$ cat src/rtl/core/sparse_table_range_query_top_assert.svh
// Assertion macros for the sparse table range query block
`ifndef SPARSE_TABLE_RANGE_QUERY_TOP_ASSERT_SVH
`define SPARSE_TABLE_RANGE_QUERY_TOP_ASSERT_SVH

// same-cycle implication
`define STQ_ASSERT_SAME(label, clk, rst_n, ante, cons, msg) \
    label: assert property (@(posedge clk) disable iff (!rst_n) (ante) |-> (cons)) \
        else $error(msg);

// next-cycle implication
`define STQ_ASSERT_NEXT(label, clk, rst_n, ante, cons, msg) \
    label: assert property (@(posedge clk) disable iff (!rst_n) (ante) |=> (cons)) \
        else $error(msg);

`endif

$ cat src/rtl/core/stq_pkg.sv
// Shared types and constants for the sparse table range query block
package stq_pkg;

    localparam int INDEX_W = 10;
    localparam int VALUE_W = 32;
    localparam int LEN_W   = 11;
    localparam int LOG_W   = 4;

    typedef enum logic [1:0] {
        MODE_MIN = 2'd0,
        MODE_MAX = 2'd1,
        MODE_AND = 2'd2,
        MODE_OR  = 2'd3
    } combine_mode_t;

    typedef enum logic [1:0] {
        STATUS_OK       = 2'd0,
        STATUS_RANGE    = 2'd1,
        STATUS_NO_TABLE = 2'd2
    } status_t;

endpackage

$ cat src/rtl/core/stq_combine.sv
// Shared combine unit: signed min, signed max, bitwise and, bitwise or
module stq_combine #(
    parameter int DATA_WIDTH = 32
) (
    input  stq_pkg::combine_mode_t        mode,
    input  logic signed [DATA_WIDTH-1:0]  a,
    input  logic signed [DATA_WIDTH-1:0]  b,
    output logic signed [DATA_WIDTH-1:0]  y
);

    always_comb
    begin
        unique case (mode)
            stq_pkg::MODE_MIN: y = (b < a) ? b : a;
            stq_pkg::MODE_MAX: y = (a < b) ? b : a;
            stq_pkg::MODE_AND: y = a & b;
            stq_pkg::MODE_OR:  y = a | b;
        endcase
    end

endmodule

$ cat config.mk
export PLATFORM = sky130hd
export DESIGN_NAME = stq_combine
export DESIGN_NICKNAME = d
export VERILOG_FILES = /design/src/rtl/core/sparse_table_range_query_top_assert.svh /design/src/rtl/core/stq_pkg.sv /design/src/rtl/core/stq_combine.sv
export SDC_FILE = /design/constraint.sdc
export NUM_CORES = 1
export LEC_CHECK = 0
export BUFFER_PORTS_ARGS = -buffer_cell sky130_fd_sc_hd__buf_2
export CAP_MARGIN = 20
export CORE_MARGIN = 3
export CORE_UTILIZATION = 40
export DETAILED_ROUTE_END_ITERATION = 10
export PLACE_DENSITY_LB_ADDON = 0.2
export SLEW_MARGIN = 15
export SYNTH_ARGS = -nofsm -noshare
export SYNTH_HDL_FRONTEND = slang
export SYNTH_SLANG_ARGS = --single-unit
$ cat constraint.sdc
create_clock -name vclk -period 8.15
set_clock_uncertainty 0.15 [all_clocks]
set_input_delay 0 -clock vclk [all_inputs]
set_output_delay 0 -clock vclk [all_outputs]
set_load 0.01 [all_outputs]
==> results.rst <==
.. list-table::
   :header-rows: 1

   * - Metric
     - Value
   * - Result of the run
     - completed
   * - Synth warnings
     - 0
   * - Upper clock frequency limit
     - 268.5 MHz
   * - Finished Cell Area
     - 4090 um^2
   * - Antenna violations before repair
     - 0
   * - HP Start
     - b[27]
   * - Classification of the worst-slack hold path
     - in -> out
   * - Category of cells accounting for the largest share of critical-path delay
     - simple AND/OR/NAND/NOR gates
   * - Clock period minus worst slack
     - 3725 ps
   * - Crit path capture type
     - output pin
   * - Share of the synthesized netlist area taken by xor and xnor gates
     - 0
   * - Effective utilization at floorplan
     - 0.4217
   * - Cells along the critical path
     - buf_2 -> inv_1 -> ha_1 -> or4_1 -> nor4b_2 -> and4_1 -> o41ai_1 -> a31oi_4 -> a21boi_4 -> buf_4 -> mux2i_1 -> a21oi_1 -> buf_2
   * - FF+latch count
     - 0
   * - Die Span X
     - 100.2 um
   * - Post-synth design cell area
     - 3552 um^2
   * - Most common library cell in the layout ignoring fill and taps
     - sky130_fd_sc_hd__buf_2
   * - Fin. Hold Viols
     - 0
   * - Compound-gate portion of the synthesized area
     - 0.1916
   * - Relative area change from synthesis to final layout
     - 15.15%
   * - Category of the most critical setup path
     - in -> out
   * - Clock buf count
     - 0
   * - Final net count
     - 684
   * - Syn_area_per_cell
     - 8.037 um^2
   * - Register area
     - 0 um^2
   * - Layout filler cell count
     - 900
   * - Max-cap check violation count
     - 0
   * - Max transition margin
     - 0.5141
   * - Master of the slowest instance on the critical path
     - sky130_fd_sc_hd__a21boi_4
   * - Launching element type of the critical path
     - input pin
   * - Slew Viols, Final
     - 0
   * - Crit path arrival time
     - 3580 ps
   * - Number of optimization iterations in the first detailed-route pass
     - 4
   * - 1st-iter DRT viols
     - 78
   * - Tcrit/Tclk final
     - 0.4571
   * - Unrepaired setup endpoints after global routing
     - false
   * - Arithmetic-cell share of the synthesized area counting full adders, half adders and majority gates
     - 0.3381
   * - DRC violation count after routing
     - 0
   * - Die Outline Area
     - 10050 um^2
   * - Count of port buffers added during placement
     - 98
   * - Worst-path fanout max
     - 17
   * - Via count of the routed design
     - 3256
   * - Routed Wire Length
     - 8781 um
   * - Global-route wire length before repair
     - 14410 um
   * - Vert. Die Dim
     - 100.2 um
   * - Number of cells traversed by the worst hold path
     - 4
   * - PD cells
     - 61.74 nW/um^2
   * - Mean number of vias per cell
     - 5.210
   * - I/O pin count
     - 98
   * - Reported leakage power
     - 0.002342 uW
   * - Placer congestion estimate
     - 0.7500
   * - Antenna Nets Post-Route
     - 0
   * - Placed Instance Area
     - 4090 um^2
   * - Capture endpoint of the worst hold path
     - y[27]
   * - Share of the synthesized area in the top cell type
     - 0.3381
   * - Most frequent cells in the layout
     - 98 x sky130_fd_sc_hd__buf_2, 96 x sky130_fd_sc_hd__ha_1, 70 x sky130_fd_sc_hd__inv_1
   * - Transition time of the tightest slew-check pin
     - 727.1 ps
   * - Number of library cell types mapped by synthesis
     - 31
   * - CTS resizes
     - 0
   * - Layout cell share with drive strength beyond 1
     - 0.2673
   * - Number of setup buffers added after CTS
     - 0
   * - Stage delay of the slowest cell on the critical path
     - 630 ps
   * - Cells taking the most area after synthesis
     - sky130_fd_sc_hd__ha_1 34%, sky130_fd_sc_hd__mux2i_1 18%, sky130_fd_sc_hd__o221a_2 9.8%
   * - Sequential element share of the synthesized area
     - 0
   * - Worst vdd ir
     - 0.00003430 V
   * - Count of final setup violators
     - 0
   * - Synth area leader
     - sky130_fd_sc_hd__ha_1
   * - Overall fraction of global-route tracks in use
     - 0.1652
   * - Via count of the first global-routing pass
     - 3063
   * - Placement row count
     - 33
   * - Aggregate negative setup slack
     - 0 ps
   * - Post-DP HPWL
     - 6486 um
   * - Post-Synthesis Net Count
     - 604
   * - CP dominant cell by count
     - sky130_fd_sc_hd__buf_2
   * - Synthesized netlist cell count
     - 442
   * - CP required
     - 8000 ps
   * - Simple-Gate Fraction of Synth Area
     - 0.1789
   * - Pin count of the biggest net entering global routing
     - 67
   * - Combinational family with the most area after synthesis
     - adder cells
   * - Drt wl/cell
     - 14.05 um
   * - Overflow left after global routing
     - 0
   * - Number of hold-repair buffers added at the cts stage
     - 0
   * - Diodes inserted
     - 0
   * - Buffers and inverters on the worst path
     - 4
   * - Area inside the core boundary
     - 8423 um^2
   * - Share of cell area taken by muxes after synthesis
     - 0.1803
[worst min-delay path, cell delays in order]
cell and delay [ps]:
sky130_fd_sc_hd__buf_2 110, sky130_fd_sc_hd__mux2i_1 70, sky130_fd_sc_hd__a21oi_1 130, sky130_fd_sc_hd__buf_2 140
[worst max path at each step]
stage	start	endpoint	cells past startpoint	slack, ps
final	a[31]	y[31]	13	4420
after global routing	a[31]	y[31]	13	4130
after CTS	a[31]	y[31]	13	4360
after detailed placement	a[31]	y[31]	13	4360
after global placement	a[31]	y[3]	13	4580
after floorplan	a[31]	y[0]	11	5470
[cell usage after synthesis]
| master | n |
|---|---|
| sky130_fd_sc_hd__ha_1 | 96 |
| sky130_fd_sc_hd__inv_1 | 70 |
| sky130_fd_sc_hd__mux2i_1 | 64 |
| sky130_fd_sc_hd__a21oi_1 | 40 |
| sky130_fd_sc_hd__nor2b_1 | 37 |
| sky130_fd_sc_hd__nand3b_1 | 31 |
| sky130_fd_sc_hd__o221a_2 | 31 |
| sky130_fd_sc_hd__clkbuf_1 | 20 |
| sky130_fd_sc_hd__nor2_1 | 13 |
| sky130_fd_sc_hd__o21ai_0 | 6 |
| sky130_fd_sc_hd__buf_4 | 3 |
| sky130_fd_sc_hd__buf_6 | 3 |
| sky130_fd_sc_hd__nor3_1 | 3 |
| sky130_fd_sc_hd__nor3b_1 | 3 |
| sky130_fd_sc_hd__nor4_1 | 3 |
| sky130_fd_sc_hd__a21boi_0 | 2 |
| sky130_fd_sc_hd__o21bai_1 | 2 |
| sky130_fd_sc_hd__or4_1 | 2 |
| sky130_fd_sc_hd__a21boi_4 | 1 |
| sky130_fd_sc_hd__a221oi_1 | 1 |
| sky130_fd_sc_hd__a31oi_1 | 1 |
| sky130_fd_sc_hd__a31oi_4 | 1 |
| sky130_fd_sc_hd__and2_1 | 1 |
| sky130_fd_sc_hd__and4_1 | 1 |
| sky130_fd_sc_hd__nand2_1 | 1 |
| sky130_fd_sc_hd__nand2b_1 | 1 |
| sky130_fd_sc_hd__nand3_1 | 1 |
| sky130_fd_sc_hd__nand4_1 | 1 |
| sky130_fd_sc_hd__nor4b_2 | 1 |
| sky130_fd_sc_hd__o31ai_1 | 1 |
| sky130_fd_sc_hd__o41ai_1 | 1 |
[cell type report]
type                            instances  area, um^2  area share
Inverter                               70       262.8     0.06424
Multi-Input combinational cell        346        3161      0.7727
Tap cell                              105       131.4     0.03212
Timing Repair Buffer                  104       535.5      0.1309
[routing by layer]
| metal | wire [um] | track usage |
|---|---|---|
| met4 | 0 | 0.004145 |
| met1 | 4214 | 0.2249 |
| met2 | 4228 | 0.3063 |
| met3 | 338 | 0.003475 |
| met5 | 0 | 0 |
[power breakdown]
group	switching (uW)	total [uW]	internal (uW)
sequential	0	0	0
clock	0	0	0
combinational	136	253	117
total	136	253	117
[cells by family (layout without fill, tap and decap cells)]
logic type,after synthesis,in the layout
buffers and inverters,96,174
adder cells (fa/ha/maj),96,96
AO/OA/AOI/OAI,87,87
multiplexers,64,64
AND/OR/NAND/NOR,99,99
[through the flow]
stage / total power (uW) / util / hold slack [ps] / setup slack, ps / cells
3_3_place_gp: 248.6 / 0.4856 / 282.4 / 4582 / 625
2_1_floorplan: 177.2 / - / 64.66 / 5468 / 442
4_1_cts: 255.7 / 0.4856 / 294.3 / 4356 / 625
6_report: 252.5 / 0.4856 / 293.0 / 4425 / 625
5_1_grt: 282.5 / 0.4856 / 317.8 / 4132 / 625
3_5_place_dp: 254.5 / 0.4856 / 293.3 / 4364 / 625
No activity file was read; power rests on OpenSTA's default activity.
